## config.mk

```make
export PLATFORM = sky130hd
export DESIGN_NAME = sliding_window_anagram_search_top_flat
export DESIGN_NICKNAME = d
export VERILOG_FILES = /design/src/swas_pkg.sv /design/src/swas_if.sv /design/src/sliding_window_anagram_search_top.sv /design/src/flat_wrapper.sv
export SDC_FILE = /design/constraint.sdc
export NUM_CORES = 1
export LEC_CHECK = 0
export ABC_AREA = 1
export BUFFER_PORTS_ARGS = -buffer_cell sky130_fd_sc_hd__buf_4
export CORE_ASPECT_RATIO = 1.1
export CORE_MARGIN = 4
export CORE_UTILIZATION = 58
export DETAILED_ROUTE_END_ITERATION = 8
export PLACE_DENSITY_LB_ADDON = 0.2
export RECOVER_POWER = 100
export SYNTH_ARGS = -nofsm -noshare
export SYNTH_HDL_FRONTEND = slang
export SYNTH_SLANG_ARGS = --single-unit
```

## constraint.sdc

```tcl
create_clock -name i_clk -period 6.2 [get_ports i_clk]
set_input_delay 0 -clock i_clk [delete_from_list [all_inputs] [get_ports i_clk]]
set_output_delay 0 -clock i_clk [all_outputs]
set_load 0.05 [all_outputs]
```

## src/swas_pkg.sv

```systemverilog
// Shared widths, limits and item kind codes of the sliding window anagram search.
package swas_pkg;

    localparam int MAX_PATTERN = 32;
    localparam int ALPHABET    = 26;

    localparam int KIND_W   = 2;
    localparam int LETTER_W = 5;
    localparam int POS_W    = 32;

    // counts and lengths reach MAX_PATTERN itself
    localparam int COUNT_W = $clog2(MAX_PATTERN + 1);
    localparam int PTR_W   = (MAX_PATTERN > 1) ? $clog2(MAX_PATTERN) : 1;

    localparam logic [KIND_W-1:0] KIND_CLEAR   = KIND_W'(0);
    localparam logic [KIND_W-1:0] KIND_PATTERN = KIND_W'(1);
    localparam logic [KIND_W-1:0] KIND_TEXT    = KIND_W'(2);

    typedef logic [COUNT_W-1:0]  t_count;
    typedef logic [LETTER_W-1:0] t_letter;

endpackage

```

## src/swas_if.sv

```systemverilog
// Valid/ready channel interfaces for letter beats in and match beats out.
interface swas_in_if;
    import swas_pkg::*;

    logic                valid;
    logic                ready;
    logic [KIND_W-1:0]   kind;
    logic [LETTER_W-1:0] letter;

    modport source (output valid, output kind, output letter, input ready);
    modport sink   (input valid, input kind, input letter, output ready);
endinterface

interface swas_out_if;
    import swas_pkg::*;

    logic             valid;
    logic             ready;
    logic [POS_W-1:0] match_start;

    modport source (output valid, output match_start, input ready);
    modport sink   (input valid, input match_start, output ready);
endinterface

```

## src/sliding_window_anagram_search_top.sv

```systemverilog
// Sliding window anagram search: pattern histogram, letter ring, window histogram, match output.
//
// Takes one beat per clock cycle, sustained, as long as the match output is
// drained. A beat is first captured in an input register; once the output
// register can take a result, one pass of logic updates the window
// histogram for the new letter, compares all letter counts against the
// pattern histogram in parallel and drops the oldest letter from a full
// window, and a match position lands in the output register. That single
// histogram update-and-compare stage sets the rate.
// When the output register holds an untaken match, the input register still
// takes one more beat; only then does i_in.ready fall. Kind 0 clears the
// pattern, the window and the text position; kind 1 adds a pattern letter
// (letters past the pattern limit or outside the alphabet are ignored);
// kind 2 feeds a text letter, whose position counts from zero and wraps at
// 2^32. Matches never overlap: the window empties after each match. The
// letter ring needs no clearing pass, since only entries already written
// are ever read; the histograms and counters clear at reset at once.
module sliding_window_anagram_search_top (
    input  logic             i_clk,
    input  logic             i_rst_n,
    swas_in_if.sink          i_in,
    swas_out_if.source       o_out
);
    import swas_pkg::*;

    localparam int SUM_W = COUNT_W + 1;

    // input register
    logic             r_in_valid;
    logic [KIND_W-1:0] r_kind;
    t_letter          r_letter;

    // output register
    logic             r_out_valid;
    logic [POS_W-1:0] r_match_start;

    // search state
    t_count           r_pat_cnt [ALPHABET];
    t_count           r_win_cnt [ALPHABET];
    t_letter          r_ring    [MAX_PATTERN];
    t_count           r_pat_len;
    t_count           r_fill;
    logic [PTR_W-1:0] r_head;
    logic [POS_W-1:0] r_text_pos;

    t_count           n_pat_cnt [ALPHABET];
    t_count           n_win_cnt [ALPHABET];
    t_count           n_pat_len;
    t_count           n_fill;
    logic [PTR_W-1:0] n_head;
    logic [POS_W-1:0] n_text_pos;
    logic             n_hit;
    logic             n_ring_we;

    logic             proc_go;
    logic             letter_ok;
    logic             pat_room;
    logic             win_full;
    logic             hist_eq;
    logic [SUM_W-1:0] slot_sum;
    logic [PTR_W-1:0] slot;
    logic [PTR_W-1:0] head_inc;
    t_count           fill_inc;
    t_letter          old_letter;
    logic             old_ok;
    t_count           win_inc   [ALPHABET];
    t_count           win_dec   [ALPHABET];

    // advance the held beat whenever the output register is free or being taken
    assign proc_go    = r_in_valid && (!r_out_valid || o_out.ready);
    assign i_in.ready = !r_in_valid || proc_go;

    assign o_out.valid       = r_out_valid;
    assign o_out.match_start = r_match_start;

    assign letter_ok = int'(r_letter) < ALPHABET;
    assign pat_room  = int'(r_pat_len) < MAX_PATTERN;
    assign fill_inc  = r_fill + COUNT_W'(1);
    assign win_full  = (fill_inc == r_pat_len);

    // ring slot of the new letter: head + fill stays below twice the ring size
    assign slot_sum = SUM_W'(r_head) + SUM_W'(r_fill);
    always_comb begin
        if (int'(slot_sum) >= MAX_PATTERN) begin
            slot = PTR_W'(slot_sum - SUM_W'(MAX_PATTERN));
        end else begin
            slot = PTR_W'(slot_sum);
        end
    end

    assign head_inc = (int'(r_head) == MAX_PATTERN - 1) ? '0 : r_head + PTR_W'(1);

    // an empty window means the oldest letter is the one entering right now
    assign old_letter = (r_fill == '0) ? r_letter : r_ring[r_head];
    assign old_ok     = int'(old_letter) < ALPHABET;

    // window histogram with the new letter, the compare, and the drop of the oldest
    always_comb begin
        hist_eq = 1'b1;
        for (int i = 0; i < ALPHABET; i++) begin
            win_inc[i] = r_win_cnt[i] + ((i == int'(r_letter)) ? COUNT_W'(1) : COUNT_W'(0));
            if (win_inc[i] != r_pat_cnt[i]) begin
                hist_eq = 1'b0;
            end
            if (old_ok && (i == int'(old_letter)) && (win_inc[i] != '0)) begin
                win_dec[i] = win_inc[i] - COUNT_W'(1);
            end else begin
                win_dec[i] = win_inc[i];
            end
        end
    end

    always_comb begin
        n_pat_cnt  = r_pat_cnt;
        n_win_cnt  = r_win_cnt;
        n_pat_len  = r_pat_len;
        n_fill     = r_fill;
        n_head     = r_head;
        n_text_pos = r_text_pos;
        n_hit      = 1'b0;
        n_ring_we  = 1'b0;
        if (proc_go) begin
            case (r_kind)
                KIND_CLEAR: begin
                    for (int i = 0; i < ALPHABET; i++) begin
                        n_pat_cnt[i] = '0;
                        n_win_cnt[i] = '0;
                    end
                    n_pat_len  = '0;
                    n_fill     = '0;
                    n_head     = '0;
                    n_text_pos = '0;
                end
                KIND_PATTERN: begin
                    if (letter_ok && pat_room) begin
                        for (int i = 0; i < ALPHABET; i++) begin
                            if (i == int'(r_letter)) begin
                                n_pat_cnt[i] = r_pat_cnt[i] + COUNT_W'(1);
                            end
                        end
                        n_pat_len = r_pat_len + COUNT_W'(1);
                    end
                end
                KIND_TEXT: begin
                    n_text_pos = r_text_pos + POS_W'(1);
                    if (r_pat_len == '0) begin
                        // no pattern: only the position moves
                    end else if (!letter_ok) begin
                        // a letter outside the alphabet breaks every window
                        for (int i = 0; i < ALPHABET; i++) begin
                            n_win_cnt[i] = '0;
                        end
                        n_fill = '0;
                        n_head = '0;
                    end else begin
                        n_ring_we = 1'b1;
                        if (win_full && hist_eq) begin
                            n_hit = 1'b1;
                            for (int i = 0; i < ALPHABET; i++) begin
                                n_win_cnt[i] = '0;
                            end
                            n_fill = '0;
                            n_head = '0;
                        end else if (win_full) begin
                            n_win_cnt = win_dec;
                            n_head    = head_inc;
                            n_fill    = r_fill;
                        end else begin
                            n_win_cnt = win_inc;
                            n_fill    = fill_inc;
                        end
                    end
                end
                default: begin
                    // unused kind: drop the beat
                end
            endcase
        end
    end

    always_ff @(posedge i_clk) begin
        if (!i_rst_n) begin
            r_in_valid  <= 1'b0;
            r_out_valid <= 1'b0;
            for (int i = 0; i < ALPHABET; i++) begin
                r_pat_cnt[i] <= '0;
                r_win_cnt[i] <= '0;
            end
            r_pat_len  <= '0;
            r_fill     <= '0;
            r_head     <= '0;
            r_text_pos <= '0;
        end else begin
            if (i_in.ready) begin
                r_in_valid <= i_in.valid;
            end
            if (proc_go) begin
                r_out_valid <= n_hit;
            end else if (o_out.ready) begin
                r_out_valid <= 1'b0;
            end
            r_pat_cnt  <= n_pat_cnt;
            r_win_cnt  <= n_win_cnt;
            r_pat_len  <= n_pat_len;
            r_fill     <= n_fill;
            r_head     <= n_head;
            r_text_pos <= n_text_pos;
        end
    end

    // payload registers: no reset
    always_ff @(posedge i_clk) begin
        if (i_in.valid && i_in.ready) begin
            r_kind   <= i_in.kind;
            r_letter <= i_in.letter;
        end
        if (n_hit) begin
            // window start = current position - (pattern length - 1)
            r_match_start <= r_text_pos - POS_W'(r_pat_len) + POS_W'(1);
        end
        if (n_ring_we) begin
            r_ring[slot] <= r_letter;
        end
    end

endmodule

```

## src/flat_wrapper.sv

```systemverilog
// flat-port wrapper written by rule: the top's interface ports become plain ports
module sliding_window_anagram_search_top_flat import swas_pkg::*;
  (i_clk, i_rst_n, i_in_valid, i_in_kind, i_in_letter, i_in_ready, o_out_valid, o_out_match_start, o_out_ready);
  swas_in_if i_in_i ();
  swas_out_if o_out_i ();
  input  logic i_clk;
  input  logic i_rst_n;
  input wire logic [$bits(i_in_i.valid)-1:0] i_in_valid;
  input wire logic [$bits(i_in_i.kind)-1:0] i_in_kind;
  input wire logic [$bits(i_in_i.letter)-1:0] i_in_letter;
  output wire logic [$bits(i_in_i.ready)-1:0] i_in_ready;
  output wire logic [$bits(o_out_i.valid)-1:0] o_out_valid;
  output wire logic [$bits(o_out_i.match_start)-1:0] o_out_match_start;
  input wire logic [$bits(o_out_i.ready)-1:0] o_out_ready;
  assign i_in_i.valid = i_in_valid;
  assign i_in_i.kind = i_in_kind;
  assign i_in_i.letter = i_in_letter;
  assign i_in_ready = i_in_i.ready;
  assign o_out_valid = o_out_i.valid;
  assign o_out_match_start = o_out_i.match_start;
  assign o_out_i.ready = o_out_ready;
  sliding_window_anagram_search_top u_core (.i_clk(i_clk), .i_rst_n(i_rst_n), .i_in(i_in_i), .o_out(o_out_i));
endmodule
```

==> After elaboration in Yosys (flattened, before gate mapping) <==
Memories as Yosys holds them, arrays and structs flattened. A register that Yosys moved wholly into a read port is not among the register bits.
Cells that the tools add are included.
{ "word_totals": {"regBits": 402, "n_memories": 1, "out_inout_bits": 34, "mem_bits_rw": 160} }
{ "mem_list": {"columns": ["memory", "depth", "word_bits", "rd", "rd_clocked_by_memory_dff", "wr", "line", "rtl"], "rows": [
  ["u_core.r_ring", 32, 5, 1, 1, 1, "sliding_window_anagram_search_top.sv:40", "t_letter r_ring [MAX_PATTERN];"]
]} }
{ "op_classes": {"n_eq_ne": 110, "muxes": 142, "n_reduce_logical": 125, "addsub": 86, "magnitude_cmp": 4} }
{ "op_table": {"columns": ["operator", "n"], "rows": [
  ["2-to-1 mux 156 bit", 5],
  ["case mux 156 bit (2 select lines)", 2],
  ["2-to-1 mux 6 bit", 57],
  ["adder 6 x 1 -> 6 bit, second input constant", 28],
  ["== test 5 bit, first input constant", 32],
  ["adder 6 bit", 26],
  ["!= test 6 bit", 26],
  ["nonzero test 6 bit", 26],
  ["subtractor 6 x 1 -> 6 bit, second input constant", 26],
  ["AND reduction 4 bit", 28],
  ["2-to-1 mux 1 bit", 65],
  ["adder 32 x 1 -> 32 bit, second input constant", 2],
  ["case mux 32 bit (2 select lines)", 1],
  ["== test 4 x 5 -> 1 bit, first input constant", 12],
  ["logical AND 1 bit", 56],
  ["!= test 2 x 1 -> 1 bit, second input constant", 27],
  ["2-to-1 mux 5 bit", 9],
  ["subtractor 32 x 6 -> 32 bit", 1],
  ["case mux 6 bit (2 select lines)", 2],
  ["== test 3 x 5 -> 1 bit, first input constant", 4],
  ["logical NOT 6 bit", 2],
  ["== test 2 x 5 -> 1 bit, first input constant", 2],
  ["logical NOT 5 bit", 2],
  ["< comparator 5 bit, second input constant", 2],
  ["other kinds (18)", 24]
]} }

==> Longest topological paths before layout <==
{ "logic_depth": {"depth_word": 37, "depth_mapped": 27, "depth_no_buf": 25} }

==> Worst setup path before layout <==
No wires, ideal clock.
{ "synth_path": {"path_type": "register to register", "from": "reg u_core.r_letter[1]", "to": "reg u_core.r_match_start[0], in the netlist u_core.o_out.match_start[0], enable pin", "synth_period_minus_slack_ps": 6451, "stages_incl_launch_ff": 18, "path_buffers": 1, "setup_time_ps": 505, "path_slack_ps": -251, "arrival_time_ps": 5946, "path_cell_list": "edfxtp_1 > clkbuf_1 > nand2_1 > nor2_1 > inv_1 > nor2_1 > ha_1 > ha_1 > nand3_1 > xor2_1 > xor2_1 > nor2_1 > nand2_1 > nor2_1 > nand2_1 > nor2_1 > nand4_1 > nor4_1"} }
{ "synth_via": {"elab_chain_cells": 36} }
{ "synth_rtl": {"columns": ["element", "line", "rtl"], "rows": [
  ["from (decl)", "sliding_window_anagram_search_top.sv:31", "t_letter r_letter;"],
  ["from (signal assigned)", "sliding_window_anagram_search_top.sv:215", "r_letter <= i_in.letter;"],
  ["logical NOT 5 bit", "sliding_window_anagram_search_top.sv:101", "win_inc[i] = r_win_cnt[i] + ((i == int'(r_letter)) ? COUNT_W'(1) : COUNT_W'(0));"],
  ["2-to-1 mux 1 bit", "sliding_window_anagram_search_top.sv:101", null],
  ["adder 6 bit", "sliding_window_anagram_search_top.sv:101", null],
  ["!= test 6 bit", "sliding_window_anagram_search_top.sv:102", "if (win_inc[i] != r_pat_cnt[i]) begin"],
  ["2-to-1 mux 1 bit (26 in series)", "sliding_window_anagram_search_top.sv:102", null],
  ["logical AND 1 bit", "sliding_window_anagram_search_top.sv:157", "if (win_full && hist_eq) begin"],
  ["2-to-1 mux 1 bit", "sliding_window_anagram_search_top.sv:157", null],
  ["2-to-1 mux 1 bit *", "sliding_window_anagram_search_top.sv:148", "end else if (!letter_ok) begin"],
  ["2-to-1 mux 1 bit *", "sliding_window_anagram_search_top.sv:146", "if (r_pat_len == '0) begin"],
  ["2-to-1 mux 1 bit *", "sliding_window_anagram_search_top.sv:123", "case (r_kind)"],
  ["2-to-1 mux 1 bit *", "sliding_window_anagram_search_top.sv:122", "if (proc_go) begin"],
  ["net u_core.n_hit", "sliding_window_anagram_search_top.sv:52", "logic n_hit;"],
  ["to (signal assigned)", "sliding_window_anagram_search_top.sv:219", "r_match_start <= r_text_pos - POS_W'(r_pat_len) + POS_W'(1);"],
  ["to (decl)", "sliding_window_anagram_search_top.sv:35", "logic [POS_W-1:0] r_match_start;"]
]} }
The timed path passes the listed nets; every way through them passes the cells marked *.
A chain may end at the register's enable or synchronous reset.

==> Worst setup path after layout <==
{ "layout_path": {"from": "reg u_core.r_letter[3]", "to": "reg u_core.r_win_cnt[126] (netlist name)"} }
{ "layout_via": {"elab_chain_cells": 35} }
{ "layout_rtl": {"columns": ["element", "line", "rtl"], "rows": [
  ["logical NOT 5 bit", "sliding_window_anagram_search_top.sv:101", null],
  ["2-to-1 mux 1 bit", "sliding_window_anagram_search_top.sv:101", null],
  ["adder 6 bit", "sliding_window_anagram_search_top.sv:101", null],
  ["!= test 6 bit", "sliding_window_anagram_search_top.sv:102", null],
  ["2-to-1 mux 1 bit (26 in series)", "sliding_window_anagram_search_top.sv:102", null],
  ["logical AND 1 bit", "sliding_window_anagram_search_top.sv:157", null],
  ["2-to-1 mux 156 bit", "sliding_window_anagram_search_top.sv:157", null],
  ["2-to-1 mux 156 bit *", "sliding_window_anagram_search_top.sv:148", null],
  ["2-to-1 mux 156 bit *", "sliding_window_anagram_search_top.sv:146", null],
  ["case mux 156 bit (2 select lines) *", "sliding_window_anagram_search_top.sv:123", null],
  ["to (signal assigned)", "sliding_window_anagram_search_top.sv:203", "r_win_cnt <= n_win_cnt;"],
  ["to (decl)", "sliding_window_anagram_search_top.sv:39", "t_count r_win_cnt [ALPHABET];"]
]} }
Every way passes the cells marked *; elsewhere a longest branch is shown, timed or not. The select of a mux whose other input is x is not followed.

==> results.json <==
{
  "std_cell_rows": 94,
  "wl_met3_mm": 7.438,
  "clockBufferDepth": 3,
  "hold_path_depth": 2,
  "fin_crit_ps": 5382,
  "synth_cell_types": 53,
  "hpwl_mm": 70.79,
  "cts-buffers-inserted": 60,
  "fin_crit_sh": 0.8680,
  "overflow": 0,
  "layout-drive-gt1-share": 0.03162,
  "met1Wirelength_mm": 42.35,
  "slew_headroom": -0.8315,
  "grt_use_total": 0.2997,
  "tightest_slew_ps": 2747,
  "die_w_um": 243.3,
  "async_reset_ff_frac": 0,
  "postCtsSetupBuffers": 0,
  "cts_root_buf": "clkbuf_16",
  "synth_fa_ha_area_frac": 0.07340,
  "setup_tns_ps": 0,
  "dr.max_layer_used": "met4",
  "timing.rr.end": "u_core.r_win_cnt[126]",
  "hold_path.class": "input port to flip-flop",
  "grt_pass1_vias": 30090,
  "synth_compound_gate_area_share": 0.09877,
  "port_buffers": 44,
  "grt_pass1_wl_mm": 158.2,
  "outcome": "finished, violations left",
  "maxCapViolCount": 8,
  "diodes": 0,
  "critPathArrivalTime_ps": 5920,
  "instances_no_fill": 5876,
  "ys_ff_latch": 567,
  "synthMuxAreaShare": 0,
  "crit_type": "flip-flop to flip-flop",
  "cp_max_fo": 55,
  "clk_latency_ps": 670,
  "p_seq_frac": 0.482,
  "pwr_density_cell_nw_per_um2": 210.7,
  "cts_tree": "yes",
  "antenna_found_initial": 0,
  "rsz0062_at_grt": "false",
  "drc": 0,
  "ys_warn_count": 0,
  "die_height_um": 266.8,
  "syn_inst": 5000,
  "yosysSeqAreaShare": 0.3778,
  "routabilityCongestion": 0.9804,
  "clkPwrFrac": 0.470,
  "synth-edff-count": 199,
  "firstDrtPassIters": 6,
  "finalHoldViolations": 0,
  "max-vdd-ir-drop_uv": 222.4,
  "placedCellCount": 5752,
  "num-nets-final": 5228,
  "max_freq_mhz": 185.8,
  "leakage_nw": 16.72,
  "ant_nets": 0,
  "violations": "max-capacitance violations, max-slew violations",
  "synth_top_family_by_area": "simple AND/OR/NAND/NOR gates",
  "setup-violations-final": 0,
  "final_max_slew_viol_count": 307,
  "routedWlPerCell_um": 17.08,
  "dieArea_um2": 64910,
  "start_util": 0.5876,
  "synthSimpleGateAreaFrac": 0.3137,
  "min-delay-start": "i_in_kind[0]",
  "wl_met2_mm": 46.46,
  "clkTransAtPathRegs_ps": 70,
  "r2r_start": "u_core.r_letter[3]",
  "vias": 32830,
  "grt_max_degree": 108,
  "final_common_cell": "nand2_1",
  "cts_resized": 0,
  "synth_nets": 5217,
  "fillers": 5588,
  "worstSetupStartpointType": "flip-flop",
  "avgViaCountPerCell": 5.588,
  "layout.area.seq_um2": 13340,
  "end_kind": "flip-flop",
  "r2r_slack_ps": 820,
  "layout_setup_ws_ps": 818.5,
  "cp_data_required_time_ps": 6740,
  "ioPinCount": 45,
  "drt_iter0_markers": 3040,
  "synth_xor_area_frac": 0.05445,
  "htreeDepth": 2,
  "synthFlopType": "dfxtp_1",
  "syn_to_final_growth_pct": 8.130,
  "core_area_um2": 60100,
  "pwr-share-comb": 0.048,
  "skew_ps": 51.07,
  "reg2regPathDepth": 21,
  "hold_buffers": 13,
  "whs_endpoint": "u_core.r_kind[0]",
  "syn_area_per_cell_um2": 7.064,
  "p_int_mw": 6.141,
  "clock-sinks": 567,
  "multi_input_area_um2": 19010,
  "swShare": 0.2367,
  "layout_common_cells": "nand2_1 (1505), inv_1 (576), nand3_1 (446)",
  "place_ws_ps": 1396,
  "netlist_area_um2": 35320,
  "switching_power_mw": 1.904,
  "wirelength_mm": 100.4
}
[synth_stat cells, types with 2 or more instances]
library cell / number / area [um^2]
inv_4: 2 / 12.51
nor3_1: 100 / 500.5
and3_1: 4 / 25.02
xor2_1: 178 / 1559
o211ai_1: 3 / 22.52
fa_1: 2 / 40.04
o21ai_0: 218 / 1091
clkinv_1: 2 / 7.510
buf_2: 34 / 170.2
xnor2_1: 39 / 341.6
a211oi_1: 27 / 202.7
nand3_1: 444 / 2222
nand2_2: 16 / 100.1
or2_2: 3 / 18.77
clkbuf_1: 76 / 285.3
nand2_1: 1499 / 5627
buf_1: 5 / 18.77
nand4_1: 96 / 600.6
nand3_2: 4 / 40.04
o21ai_1: 28 / 140.1
a22oi_1: 2 / 15.01
a31oi_1: 4 / 25.02
a21o_1: 3 / 22.52
a21oi_1: 358 / 1792
nor2_4: 9 / 101.4
nand3b_1: 7 / 52.55
nor4_1: 9 / 56.30
nor3b_1: 13 / 97.59
inv_1: 578 / 2170
edfxtp_1: 199 / 5976
buf_6: 11 / 123.9
dfxtp_1: 368 / 7367
o21bai_1: 11 / 82.58
inv_2: 4 / 15.01
o21a_1: 7 / 52.55
nor2_1: 391 / 1468
nor2_2: 19 / 118.9
buf_4: 9 / 67.56
ha_1: 204 / 2552
[state kept, by name, summed over array words and instances, names as in the netlist, named ones only]
signal	flops
u_core.r_kind	2
u_core.r_pat_len	6
u_core.r_ring	160
u_core.r_text_pos	32
u_core.r_fill	6
u_core.r_pat_cnt	156
u_core.o_out.valid	1
u_core.o_out.match_start	32
u_core.r_win_cnt	156
u_core.r_letter	5
u_core.r_head	5
u_core.r_in_valid	1
[cell families after synthesis]
group,count (synthesis)
compound gates,666
buf+inv,723
xor+xnor,218
simple gates,2620
flops,567
fa+ha+maj,206
[worst max-delay path by stage]
| stage | cells after the start | from | end | slack, ps |
|---|---|---|---|---|
| 6_report | 21 | u_core.r_letter[3] | u_core.r_win_cnt[126] | 820 |
| 5_1_grt | 17 | flip-flop | u_core.r_win_cnt[48] | 490 |
| 4_1_cts | 22 | u_core.r_letter[3] | u_core.r_win_cnt[66] | 1320 |
| 3_5_place_dp | 22 | u_core.r_letter[3] | u_core.r_win_cnt[66] | 1400 |
| 3_3_place_gp | 21 | u_core.r_letter[3] | u_core.r_win_cnt[130] | 1490 |
| 2_1_floorplan | 17 | u_core.r_letter[1] | u_core.o_out.match_start[0] | 1120 |
[routing by layer]
layer | track usage | up-vias
met4 | 0.1154 | 0
li1 | - | 16360
met1 | 0.3917 | 15110
met2 | 0.5067 | 1139
met5 | 0 | -
met3 | 0.04260 | 227
[critical path, cell delays in order, from the launching register on]
cell and delay (ps):
edfxtp_1 440, nor2_1 140, inv_1 180, nor2_1 490, ha_1 320, ha_1 210
nand2_1 80, nand2_1 210, xor2_1 330, nor2_1 70, nand2_1 170, nor2_1 60
nand2_1 60, nor2_1 40, nand2_1 60, nor2_1 40, nand4_1 260, nand3_1 230
inv_2 930, buf_4 560, nand3_1 130, a21oi_1 160
[stage by stage]
step	util	power [mW]	hold slack, ps	instance area (um^2)
global route	0.6354	8.262	70.95	38190
CTS	0.6404	8.083	31.21	38490
global placement	0.6036	4.328	179.7	36270
floorplan	-	4.185	98.87	35320
finish	0.6354	8.045	74.33	38190
detailed placement	0.6036	4.331	181.3	36270
[cell type report]
| cell class | count | share of cell area |
|---|---|---|
| Multi-Input combinational cell | 3710 | 0.4978 |
| Sequential cell | 567 | 0.3494 |
| Inverter | 586 | 0.05796 |
| Clock buffer | 98 | 0.04918 |
| Tap cell | 816 | 0.02673 |
| Timing Repair Buffer | 86 | 0.01360 |
| Clock inverter | 13 | 0.005373 |
[power by group through the flow]
stage	Sequential [mW]	Combinational, mW	Clock [mW]
final	3.88	0.384	3.78
after global routing	3.88	0.410	3.97
after CTS	3.88	0.382	3.82
after detailed placement	3.96	0.374	0
after global placement	3.96	0.371	0
after floorplan	3.96	0.227	0
No activity file was read; power rests on OpenSTA's default activity.
